## config.mk

```make
export PLATFORM = sky130hd
export DESIGN_NAME = signed_decimal_field_formatter_core
export DESIGN_NICKNAME = d
export VERILOG_FILES = /design/src/rtl/core/sdf_pkg.sv /design/src/rtl/core/sdf_front.sv /design/src/rtl/core/sdf_queue.sv /design/src/rtl/core/sdf_back.sv /design/src/rtl/core/signed_decimal_field_formatter_core.sv
export SDC_FILE = /design/constraint.sdc
export NUM_CORES = 1
export LEC_CHECK = 0
export BUFFER_PORTS_ARGS = -buffer_cell sky130_fd_sc_hd__buf_2
export CORE_MARGIN = 2
export CORE_UTILIZATION = 25
export DETAILED_ROUTE_END_ITERATION = 12
export GPL_TIMING_DRIVEN = 0
export PLACE_DENSITY_LB_ADDON = 0.08
export SLEW_MARGIN = 40
export SYNTH_ARGS = -nofsm -noshare
export SYNTH_HDL_FRONTEND = slang
export SYNTH_SLANG_ARGS = --single-unit
```

## constraint.sdc

```tcl
create_clock -name i_clk -period 10.6 [get_ports i_clk]
set_clock_uncertainty 0.1 [all_clocks]
set_input_delay 1.59 -clock i_clk [delete_from_list [all_inputs] [get_ports i_clk]]
set_output_delay 1.59 -clock i_clk [all_outputs]
set_load 0.03 [all_outputs]
```

## src/rtl/core/sdf_pkg.sv

```systemverilog
// ----------------------------------------------------------------------------
// sdf_pkg
// Shared types and constants of the signed decimal field formatter.
// ----------------------------------------------------------------------------
package sdf_pkg;

    localparam int MAX_CHARS   = 64;
    localparam int BIN_W       = 64;
    localparam int DIGITS      = 20;
    localparam int BCD_W       = 4 * DIGITS;
    localparam int CNT_W       = $clog2(MAX_CHARS + 1);
    localparam int NDIG_W      = $clog2(DIGITS + 1);
    localparam int QUEUE_DEPTH = 2;

    localparam logic [7:0] CH_ZERO  = 8'h30;
    localparam logic [7:0] CH_PLUS  = 8'h2B;
    localparam logic [7:0] CH_SPACE = 8'h20;
    localparam logic [7:0] CH_MINUS = 8'h2D;
    localparam logic [7:0] CH_NONE  = 8'h00;

    localparam logic REG_MIN_DIGITS = 1'b0;

    typedef struct packed {
        logic [BIN_W-1:0] mag;
        logic [7:0]       sign;
        logic             has_sign;
        logic [5:0]       width;
        logic             left;
        logic             zpad;
    } t_item;

endpackage

```

## src/rtl/core/sdf_front.sv

```systemverilog
// ----------------------------------------------------------------------------
// sdf_front
// Accepts an item, takes its magnitude and picks the sign character.
// ----------------------------------------------------------------------------
module sdf_front
    import sdf_pkg::*;
(
    input  logic             i_start,
    input  logic             i_full,
    input  logic [BIN_W-1:0] i_value,
    input  logic [5:0]       i_field_width,
    input  logic             i_force_plus,
    input  logic             i_space_sign,
    input  logic             i_left_justify,
    input  logic             i_zero_pad,
    output logic             o_push,
    output t_item            o_item
);

    logic neg;

    assign neg    = i_value[BIN_W-1];
    assign o_push = i_start && !i_full;

    always_comb begin
        o_item.mag      = neg ? (~i_value + {{(BIN_W-1){1'b0}}, 1'b1}) : i_value;
        o_item.width    = i_field_width;
        o_item.left     = i_left_justify;
        o_item.zpad     = i_zero_pad;
        o_item.has_sign = neg || i_force_plus || i_space_sign;
        if (neg) begin
            o_item.sign = CH_MINUS;
        end else if (i_force_plus) begin
            o_item.sign = CH_PLUS;
        end else if (i_space_sign) begin
            o_item.sign = CH_SPACE;
        end else begin
            o_item.sign = CH_NONE;
        end
    end

endmodule

```

## src/rtl/core/sdf_queue.sv

```systemverilog
// ----------------------------------------------------------------------------
// sdf_queue
// Two-entry queue between the front and the back.
// ----------------------------------------------------------------------------
module sdf_queue
    import sdf_pkg::*;
(
    input  logic  i_clk,
    input  logic  i_rst_n,
    input  logic  i_push,
    input  t_item i_item,
    input  logic  i_pop,
    output logic  o_full,
    output logic  o_valid,
    output t_item o_item
);

    t_item      r_mem [QUEUE_DEPTH];
    logic       r_wr_ptr;
    logic       r_rd_ptr;
    logic [1:0] r_count;
    logic       do_push;
    logic       do_pop;

    assign o_full  = (r_count == 2'(QUEUE_DEPTH));
    assign o_valid = (r_count != 2'd0);
    assign o_item  = r_mem[r_rd_ptr];
    assign do_push = i_push && !o_full;
    assign do_pop  = i_pop && o_valid;

    always_ff @(posedge i_clk) begin
        if (do_push) begin
            r_mem[r_wr_ptr] <= i_item;
        end
    end

    always_ff @(posedge i_clk) begin
        if (!i_rst_n) begin
            r_wr_ptr <= 1'b0;
            r_rd_ptr <= 1'b0;
            r_count  <= 2'd0;
        end else begin
            if (do_push) begin
                r_wr_ptr <= ~r_wr_ptr;
            end
            if (do_pop) begin
                r_rd_ptr <= ~r_rd_ptr;
            end
            case ({do_push, do_pop})
                2'b10:   r_count <= r_count + 2'd1;
                2'b01:   r_count <= r_count - 2'd1;
                default: r_count <= r_count;
            endcase
        end
    end

endmodule

```

## src/rtl/core/sdf_back.sv

```systemverilog
// ----------------------------------------------------------------------------
// sdf_back
// Converts the magnitude to decimal by shift-and-add-3, strips leading
// zero digits, lays out the field and emits it one character per cycle.
// ----------------------------------------------------------------------------
module sdf_back
    import sdf_pkg::*;
(
    input  logic       i_clk,
    input  logic       i_rst_n,
    input  logic       i_valid,
    input  t_item      i_item,
    input  logic [6:0] i_min_digits,
    output logic       o_pop,
    output logic       o_out_valid,
    output logic [7:0] o_out_char,
    output logic       o_last_char
);

    localparam logic [2:0] ST_IDLE  = 3'd0;
    localparam logic [2:0] ST_CONV  = 3'd1;
    localparam logic [2:0] ST_SCAN  = 3'd2;
    localparam logic [2:0] ST_SETUP = 3'd3;
    localparam logic [2:0] ST_EMIT  = 3'd4;

    logic [2:0]       r_state,   n_state;
    logic [BIN_W-1:0] r_bin,     n_bin;
    logic [BCD_W-1:0] r_bcd,     n_bcd;
    logic [CNT_W-1:0] r_cnt,     n_cnt;
    logic [NDIG_W-1:0] r_ndig,   n_ndig;
    logic [7:0]       r_sign,    n_sign;
    logic             r_has_sign, n_has_sign;
    logic [5:0]       r_width,   n_width;
    logic             r_left,    n_left;
    logic             r_zpad,    n_zpad;
    logic [5:0]       r_pre,     n_pre;
    logic [6:0]       r_zeros,   n_zeros;
    logic [5:0]       r_post,    n_post;
    logic             r_out_valid, n_out_valid;
    logic [7:0]       r_out_char,  n_out_char;
    logic             r_last_char, n_last_char;

    logic [BCD_W-1:0] bcd_adj;
    logic [6:0]       prec;
    logic [6:0]       ndig7;
    logic [6:0]       digits;
    logic [6:0]       body;
    logic [6:0]       width7;
    logic [5:0]       pad;
    logic [6:0]       lead;

    always_comb begin
        for (int k = 0; k < DIGITS; k++) begin
            if (r_bcd[4*k +: 4] >= 4'd5) begin
                bcd_adj[4*k +: 4] = r_bcd[4*k +: 4] + 4'd3;
            end else begin
                bcd_adj[4*k +: 4] = r_bcd[4*k +: 4];
            end
        end
    end

    always_comb begin
        prec   = i_min_digits[6] ? 7'd0 : i_min_digits;
        ndig7  = {{(7-NDIG_W){1'b0}}, r_ndig};
        digits = (prec > ndig7) ? prec : ndig7;
        body   = digits + {6'd0, r_has_sign};
        width7 = {1'b0, r_width};
        pad    = (width7 > body) ? 6'(width7 - body) : 6'd0;
        lead   = digits - ndig7;
    end

    always_comb begin
        n_state     = r_state;
        n_bin       = r_bin;
        n_bcd       = r_bcd;
        n_cnt       = r_cnt;
        n_ndig      = r_ndig;
        n_sign      = r_sign;
        n_has_sign  = r_has_sign;
        n_width     = r_width;
        n_left      = r_left;
        n_zpad      = r_zpad;
        n_pre       = r_pre;
        n_zeros     = r_zeros;
        n_post      = r_post;
        n_out_valid = 1'b0;
        n_out_char  = r_out_char;
        n_last_char = 1'b0;
        o_pop       = 1'b0;
        case (r_state)
            ST_IDLE: begin
                if (i_valid) begin
                    o_pop      = 1'b1;
                    n_bin      = i_item.mag;
                    n_bcd      = '0;
                    n_cnt      = '0;
                    n_sign     = i_item.sign;
                    n_has_sign = i_item.has_sign;
                    n_width    = i_item.width;
                    n_left     = i_item.left;
                    n_zpad     = i_item.zpad;
                    n_state    = ST_CONV;
                end
            end
            ST_CONV: begin
                {n_bcd, n_bin} = {bcd_adj, r_bin} << 1;
                n_cnt = r_cnt + {{(CNT_W-1){1'b0}}, 1'b1};
                if (r_cnt == CNT_W'(BIN_W - 1)) begin
                    n_ndig  = NDIG_W'(DIGITS);
                    n_state = ST_SCAN;
                end
            end
            ST_SCAN: begin
                if (r_bcd[BCD_W-1 -: 4] == 4'd0 && r_ndig > NDIG_W'(1)) begin
                    n_bcd  = r_bcd << 4;
                    n_ndig = r_ndig - NDIG_W'(1);
                end else begin
                    n_state = ST_SETUP;
                end
            end
            ST_SETUP: begin
                n_pre   = (!r_left && !r_zpad) ? pad : 6'd0;
                n_zeros = ((!r_left && r_zpad) ? {1'b0, pad} : 7'd0) + lead;
                n_post  = r_left ? pad : 6'd0;
                n_cnt   = CNT_W'(body + {1'b0, pad});
                n_state = ST_EMIT;
            end
            ST_EMIT: begin
                n_out_valid = 1'b1;
                n_last_char = (r_cnt == CNT_W'(1));
                n_cnt       = r_cnt - CNT_W'(1);
                if (r_pre != 6'd0) begin
                    n_out_char = CH_SPACE;
                    n_pre      = r_pre - 6'd1;
                end else if (r_has_sign) begin
                    n_out_char = r_sign;
                    n_has_sign = 1'b0;
                end else if (r_zeros != 7'd0) begin
                    n_out_char = CH_ZERO;
                    n_zeros    = r_zeros - 7'd1;
                end else if (r_ndig != '0) begin
                    n_out_char = CH_ZERO + {4'd0, r_bcd[BCD_W-1 -: 4]};
                    n_bcd      = r_bcd << 4;
                    n_ndig     = r_ndig - NDIG_W'(1);
                end else begin
                    n_out_char = CH_SPACE;
                    n_post     = r_post - 6'd1;
                end
                if (r_cnt == CNT_W'(1)) begin
                    n_state = ST_IDLE;
                end
            end
            default: begin
                n_state = ST_IDLE;
            end
        endcase
    end

    always_ff @(posedge i_clk) begin
        if (!i_rst_n) begin
            r_state     <= ST_IDLE;
            r_out_valid <= 1'b0;
            r_last_char <= 1'b0;
        end else begin
            r_state     <= n_state;
            r_out_valid <= n_out_valid;
            r_last_char <= n_last_char;
        end
    end

    always_ff @(posedge i_clk) begin
        r_bin      <= n_bin;
        r_bcd      <= n_bcd;
        r_cnt      <= n_cnt;
        r_ndig     <= n_ndig;
        r_sign     <= n_sign;
        r_has_sign <= n_has_sign;
        r_width    <= n_width;
        r_left     <= n_left;
        r_zpad     <= n_zpad;
        r_pre      <= n_pre;
        r_zeros    <= n_zeros;
        r_post     <= n_post;
        r_out_char <= n_out_char;
    end

    assign o_out_valid = r_out_valid;
    assign o_out_char  = r_out_char;
    assign o_last_char = r_last_char;

endmodule

```

## src/rtl/core/signed_decimal_field_formatter_core.sv

```systemverilog
// ----------------------------------------------------------------------------
// signed_decimal_field_formatter_core
// Formats a signed 64-bit value as printf-style decimal text, one character
// per output strobe, with width, sign, justify and zero-pad options.
// ----------------------------------------------------------------------------
// channel  direction  transfer when                      payload
// input    in         i_start && !o_busy                 i_value, i_field_width, flags
// output   out        o_out_valid (one cycle, no stall)  o_out_char, o_last_char
// config   in         psel && penable && pwrite          pwdata -> min_digits at 0x0
//
// An item is loaded, converted by shift-and-add-3 over its 64 bits, stripped
// of up to 19 leading zero digits and set up; then one character per cycle
// is emitted, 1 to 64 characters in all.
// Two items can wait in the queue; o_busy rises when it is full.
// Reset is synchronous; min_digits resets to -1. The receiver cannot stall.
// ----------------------------------------------------------------------------
module signed_decimal_field_formatter_core
    import sdf_pkg::*;
(
    input  logic        i_clk,
    input  logic        i_rst_n,
    input  logic        i_start,
    output logic        o_busy,
    input  logic [63:0] i_value,
    input  logic [5:0]  i_field_width,
    input  logic        i_force_plus,
    input  logic        i_space_sign,
    input  logic        i_left_justify,
    input  logic        i_zero_pad,
    output logic        o_out_valid,
    output logic [7:0]  o_out_char,
    output logic        o_last_char,
    input  logic        psel,
    input  logic        penable,
    input  logic        pwrite,
    input  logic [2:0]  paddr,
    input  logic [31:0] pwdata,
    output logic [31:0] prdata,
    output logic        pready
);

    logic [6:0] r_min_digits;
    logic       full;
    logic       push;
    t_item      front_item;
    logic       q_valid;
    t_item      q_item;
    logic       pop;

    assign pready = 1'b1;
    assign o_busy = full;
    assign prdata = (paddr[2] == REG_MIN_DIGITS) ? {{25{r_min_digits[6]}}, r_min_digits}
                                                 : 32'd0;

    always_ff @(posedge i_clk) begin
        if (!i_rst_n) begin
            r_min_digits <= 7'h7F;
        end else if (psel && penable && pwrite && pready && paddr[2] == REG_MIN_DIGITS) begin
            r_min_digits <= pwdata[6:0];
        end
    end

    sdf_front u_front (
        .i_start        (i_start),
        .i_full         (full),
        .i_value        (i_value),
        .i_field_width  (i_field_width),
        .i_force_plus   (i_force_plus),
        .i_space_sign   (i_space_sign),
        .i_left_justify (i_left_justify),
        .i_zero_pad     (i_zero_pad),
        .o_push         (push),
        .o_item         (front_item)
    );

    sdf_queue u_queue (
        .i_clk   (i_clk),
        .i_rst_n (i_rst_n),
        .i_push  (push),
        .i_item  (front_item),
        .i_pop   (pop),
        .o_full  (full),
        .o_valid (q_valid),
        .o_item  (q_item)
    );

    sdf_back u_back (
        .i_clk        (i_clk),
        .i_rst_n      (i_rst_n),
        .i_valid      (q_valid),
        .i_item       (q_item),
        .i_min_digits (r_min_digits),
        .o_pop        (pop),
        .o_out_valid  (o_out_valid),
        .o_out_char   (o_out_char),
        .o_last_char  (o_last_char)
    );

endmodule

```

-- Word-level counts from Yosys, hierarchy flattened
Memory sizes are Yosys's and may differ from the RTL's. A register that Yosys moved wholly into a read port is not among the register bits.
Index checks and enable logic that the tools add are counted.
- bits in registers: 210
- bits in writable memories: 162
- bits of input ports: 115
- output and inout port bits: 44
- word-level logic and storage cells: 211
- memories: 1
- memory list (memory ; depth ; width ; read ports ; clocked after Yosys merged registers in ; write ports ; line ; source):
    u_queue.r_mem ; 2 ; 81 ; 1 ; 1 ; 1 ; sdf_queue.sv:18 ; t_item r_mem [QUEUE_DEPTH];
- $add $sub $neg: 34
- magnitude comparators: 23
- equal/unequal tests: 20
- mux-type cells: 73
- bitwise gates (word level): 4
- reduce and logical (&&, ||, !) cells: 37
- operators by type and width (cell ; count):
    2-to-1 mux 80 bit ; 6
    case mux 80 bit (4 select lines) ; 1
    2-to-1 mux 64 bit ; 2
    case mux 64 bit (2 select lines) ; 1
    greater-or-equal comparator 4 x 3 -> 1 bit (second input constant) ; 20
    adder 4 x 2 -> 4 bit (second input constant) ; 19
    2-to-1 mux 4 bit ; 19
    adder 64 x 1 -> 64 bit (second input constant) ; 1
    NOT 64 bit ; 1
    2-to-1 mux 8 bit ; 5
    2-to-1 mux 6 bit ; 6
    2-to-1 mux 7 bit ; 5
    2-to-1 mux 32 bit ; 1
    2-to-1 mux 5 bit ; 6
    case mux 7 bit (4 select lines) ; 1
    2-to-1 mux 3 bit ; 5
    case mux 3 bit (5 select lines) ; 1
    case mux 5 bit (3 select lines) ; 1
    case mux 7 bit (2 select lines) ; 1
    AND reduction 7 bit ; 2
    subtractor 7 x 1 -> 7 bit (second input constant) ; 2
    != test 2 x 1 -> 1 bit (second input constant) ; 6
    case mux 6 bit (2 select lines) ; 1
    != test 2 bit (second input constant) ; 5
    other kinds (40) ; 73

-- Depth between registers and ports, before layout
- depth in word-level cells: 9
- depth in mapped cells: 32
- mapped depth without buffers: 30

-- Modules after synthesis
From an unflattened synthesis, not the netlist that was laid out.
- cells, all modules: 1787
- area total of the unflattened synthesis: 20170.6 um^2
- modules (own cells, without submodules) (module ; instances ; cells each ; area an instance (um^2) ; seq. area each (um^2)):
    sdf_back ; 1 ; 1213 ; 11776.3 ; 5925.7
    sdf_queue ; 1 ; 278 ; 6060.8 ; 4964.8
    sdf_front ; 1 ; 231 ; 1750.4 ; 0.0
    signed_decimal_field_formatter_core ; 1 ; 65 ; 583.1 ; 140.1

-- Worst setup path after synthesis
Ideal clock, no wire load.
- kind: reg2reg
- from: reg r_min_digits[6]
- to: reg u_back.r_zeros[6], data pin
- library setup time: 0.269 ns
- data arrival time: 6.440 ns
- required time: 10.231 ns
- setup slack: 3.791 ns
- cell stages (with the launch flop): 33
- buffers on the path: 2
- period minus slack after synthesis: 6.809 ns
- cell sequence: dfxtp_1 -> clkbuf_1 -> nor2b_1 -> inv_1 -> ha_1 -> o21ai_0 -> a32o_1 -> o221ai_1 -> a32oi_1 -> buf_2 -> nor2_1 -> a21o_1 -> ha_1 -> ha_1 -> and4b_1 -> mux2_2 -> xor2_1 -> ha_1 -> nand2_1 -> nand2_1 -> o211ai_1 -> o21bai_1 -> nor3b_1 -> nand2b_1 -> fa_1 -> inv_1 -> fa_1 -> a21o_1 -> a21oi_1 -> o21bai_1 -> a21oi_1 -> xor2_1 -> o21ai_0
- word-level cells in the longest chain between the ends: 9
- elaborated cells on any way between the ends: 11
- those cells by class: add/sub: 4; order compare: 2; mux: 5
- ends and longest elaborated chain (item ; line ; source):
    start, declared ; signed_decimal_field_formatter_core.sv:42 ; logic [6:0] r_min_digits;
    start signal, assigned ; signed_decimal_field_formatter_core.sv:59 ; r_min_digits <= pwdata[6:0];
    2-to-1 mux 6 bit * ; sdf_back.sv:63 ; prec = i_min_digits[6] ? 7'd0 : i_min_digits;
    greater-than comparator 7 x 5 -> 1 bit ; sdf_back.sv:65 ; digits = (prec > ndig7) ? prec : ndig7;
    2-to-1 mux 7 bit * ; sdf_back.sv:65 ;
    adder 7 x 1 -> 7 bit ; sdf_back.sv:66 ; body = digits + {6'd0, r_has_sign};
    subtractor 6 bit / greater-than comparator 6 x 7 -> 1 bit (equally long branches) ; sdf_back.sv:68 ; pad = (width7 > body) ? 6'(width7 - body) : 6'd0;
    2-to-1 mux 6 bit ; sdf_back.sv:68 ;
    2-to-1 mux 6 bit ; sdf_back.sv:123 ; n_zeros = ((!r_left && r_zpad) ? {1'b0, pad} : 7'd0) + lead;
    adder 7 bit * ; sdf_back.sv:123 ;
    case mux 7 bit (2 select lines) * ; sdf_back.sv:90 ; case (r_state)
    via u_back.n_zeros[6] ; sdf_back.sv:37 ; logic [6:0] r_zeros, n_zeros;
    end signal, assigned ; sdf_back.sv:182 ; r_zeros <= n_zeros;
    end, declared ; sdf_back.sv:37 ;
Mark *: on every way through the listed nets, which the timed path passes. The rest lies on a longest branch.
A chain may end at the register's enable or synchronous reset.

-- Final worst setup path
Ends and elaborated chain as after synthesis.

==> flow_summary.ini <==
[status]
run_status = complete, no violations

[power_and_ir_drop]
switchingPower_w = 0.00218
intPower_w = 0.00386
leakagePower_nw = 8.02
sw_frac_of_total = 0.361
p_clk_frac = 0.240
comb_power_share = 0.353
power_per_cell_area_mw_per_mm2 = 266
ir_drop_uv = 113
pwr-share-seq = 0.408

[synthesis]
synthTopCellsByArea = edfxtp_1, ha_1, xnor2_1
synthMuxAreaShare = 0.0492
postSynthCellCount = 1678
netlist_area_mm2 = 0.0190
synth_compound_area_frac = 0.116
synthFlopType = edfxtp_1
synth_warnings = 0
synth_edf_count = 342
synthSimpleGateAreaFrac = 0.123
async_reset_ff_frac = 0
yosys.area_share.xor_xnor = 0.0584
ys_types = 65
synth_top_cell_by_area = edfxtp_1
synth_top_family_by_area = simple AND/OR/NAND/NOR gates
synth_top_area_frac = 0.539
ys_seq_area_frac = 0.557
syn_avg_cell_area_um2 = 11.4
synthAdderAreaFrac = 0.0553
ys_ff_latch = 359

[routing]
drt_wl_total_mm = 52.8
ant_nets = 0
route.detailed.drc = 0
wl_per_cell_um = 18.3
avgViaCountPerCell = 4.54
drt_iter0_drc = 705
firstDrtPassIters = 7
vias = 13100

[clocking]
clkLatencyLatePin_ns = 0.60
tritoncts = built
numCtsBuffers = 46
clock_sinks = 359
cts_buffer_depth = 3
cts_resized = 0
hold_buffers = 0
path_clk_slew_ns = 0.05
htreeDepth = 2
clockRootBuffer = clkbuf_16
post_cts_buffers = 0

[critical_path]
crit_top_cell = ha_1
crit_fanout = 10
r2r_start = r_min_digits[6]
cp-end-kind = flop
worstPathRequired_ns = 10.79
start_kind = flop
ff2ff_setup_slack_ns = 2.53
slowest_stage = nor3b_1
r2r_end = u_back.r_zeros[6]
crit_type = reg2reg
max_stage_delay_ns = 0.65
worstPathArrival_ns = 8.27
reg2reg_depth = 32

[sta]
tns_ns = 0
worst_slew_pin_slew_ns = 0.821
relSlewSlack = 0.452
fmax_ghz = 0.124
setup_violations = 0
drv_slew = 0
rsz0062_at_grt = false
post-route-period-util = 0.762
hold_viol = 0
fin_crit_ns = 8.07

[placed_design]
placed_cell_area_mm2 = 0.0213
io_buffers = 128
routabilityCongestion = 0.754
dp_hpwl_mm = 38.1

[cells_and_area]
drive_gt1_frac = 0.152
fin_nets = 2070
n_fill_cell = 7716
finalInstanceArea_mm2 = 0.0227
diodes = 0
syn_to_final_growth_pct = 19.4

[job]
drv_cap = 0

[die]
io_pins = 159
die_w_um = 280
die_h_um = 280
num_rows = 101
dieArea_mm2 = 0.0784
core_area_mm2 = 0.0757
start_util = 0.252

[global_routing]
grt_pass1_wl_mm = 82.1
grt_antenna_before_repair = 6
grt_max_degree = 33
grt_overflow = 0
grt_pass1_vias = 13700
track_usage = 0.136

[hold_path]
hold_path.class = reg2reg
holdPathStages = 2
min_to = r_min_digits[0]
worstHoldStart = r_min_digits[0]
## registers in the layout (all words and copies together) (netlist names), 2 cells and up, named ones only
register           flops
r_min_digits           7
u_back.o_out_char      6
u_back.r_bcd          80
u_back.r_bin          64
u_back.r_cnt           7
u_back.r_ndig          5
u_back.r_pre           6
u_back.r_sign          4
u_back.r_state         3
u_back.r_width         6
u_back.r_zeros         7
u_queue.r_count        2
u_queue.r_mem        154
## through the flow
step	util	setup WS, ns	hold slack [ns]	instances	total power (W)
2_1_floorplan	-	3.79	0.351	1679	0.00387
3_3_place_gp	0.276	1.31	0.405	2785	0.00454
3_5_place_dp	0.282	2.66	0.420	2803	0.00466
4_1_cts	0.300	2.64	0.436	2887	0.00616
5_1_grt	0.300	2.09	0.461	2889	0.00650
6_report	0.300	2.53	0.421	2889	0.00604
## cells in the mapped netlist (all sizes together) (9+ instances only)
| cell type | count |
|---|---|
| nand2 | 132 |
| edfxtp | 342 |
| clkbuf | 58 |
| nand3 | 16 |
| dfxtp | 17 |
| o31ai | 28 |
| o22ai | 9 |
| mux2i | 79 |
| nor2b | 27 |
| o21ai | 122 |
| buf | 38 |
| nor3 | 27 |
| o41ai | 9 |
| nor2 | 136 |
| or3 | 10 |
| a21oi | 147 |
| nor4 | 9 |
| and3 | 10 |
| nand2b | 34 |
| mux2 | 13 |
| ha | 73 |
| xnor2 | 103 |
| inv | 82 |
| xor2 | 24 |
| nor3b | 22 |
## cells by family (layout without fill, tap and decap cells)
group / count (synthesis) / after routing
AOI/OAI and AO/OA: 375 / 375
xor gates and xnor gates: 127 / 127
adders and majority gates: 80 / 80
buffers and inverters: 178 / 410
DFF: 359 / 359
muxes: 92 / 92
other: 2 / 3
and+or+nand+nor: 465 / 465
## power by group through the flow
stage	Clock, W	Combinational [W]	Sequential, W
6_report	0.00145	0.00213	0.00246
4_1_cts	0.00151	0.00218	0.00247
3_5_place_dp	0	0.00217	0.00249
2_1_floorplan	0	0.00143	0.00244
3_3_place_gp	0	0.00196	0.00258
5_1_grt	0.00156	0.00242	0.00252
## critical path, delay by kind of cell, from the launching register on
kind | cells | cell delay, ns
AND/OR/NAND/NOR | 7 | 1.70
multiplexers | 1 | 0.31
buffers and inverters | 4 | 0.70
adder cells (fa/ha/maj) | 6 | 2.11
AO/OA/AOI/OAI | 12 | 2.17
XOR/XNOR | 2 | 0.35
flip-flops | 1 | 0.35
## placed cells by master (no fill, tap or decap), types with 9 or more instances in the layout
| cell type | instances |
|---|---|
| nor2b_1 | 26 |
| ha_1 | 73 |
| dfxtp_1 | 17 |
| clkbuf_2 | 13 |
| xnor2_1 | 103 |
| edfxtp_1 | 342 |
| inv_1 | 82 |
| buf_4 | 30 |
| nor3_1 | 26 |
| mux2_2 | 13 |
| a21oi_1 | 147 |
| clkbuf_1 | 54 |
| nor3b_1 | 22 |
| nand2_1 | 132 |
| o22ai_1 | 9 |
| xor2_1 | 24 |
| and3_1 | 9 |
| buf_2 | 130 |
| o31ai_1 | 26 |
| clkinv_1 | 19 |
| o21ai_0 | 121 |
| mux2i_1 | 79 |
| nor2_1 | 134 |
| nand3_1 | 13 |
| clkbuf_16 | 46 |
| nand2b_1 | 34 |
## worst max path at each step
stage                    startpoint           endpoint  slack [ns]  cells after the start
finish              r_min_digits[6]  u_back.r_zeros[6]        2.53                     32
global route        r_min_digits[6]  u_back.r_zeros[6]        2.09                     32
CTS                 r_min_digits[6]  u_back.r_zeros[6]        2.64                     32
detailed placement  r_min_digits[6]  u_back.r_zeros[6]        2.66                     32
global placement    u_back.r_pre[2]   u_back.r_bcd[24]        1.31                      7
floorplan           r_min_digits[6]  u_back.r_zeros[6]        3.79                     32
## final cells by class
class                           count  area [um^2]  share of cell area
Buffer                             96          483              0.0212
Clock buffer                       55         1190              0.0525
Clock inverter                     29          186             0.00820
Inverter                           82          308              0.0135
Multi-Input combinational cell   1142         7720               0.339
Sequential cell                   359        10600               0.466
Tap cell                          978         1220              0.0538
Timing Repair Buffer              148         1020              0.0449
## routing by layer
metal / wire [um] / track usage / up-vias
met1: 24700 / 0.181 / 6382
li1: - / - / 6464
met3: 2010 / 0.0261 / 81
met5: 53 / 0 / -
met2: 24900 / 0.224 / 188
met4: 1180 / 0.0381 / 8
(Power assumes the default switching activity.)
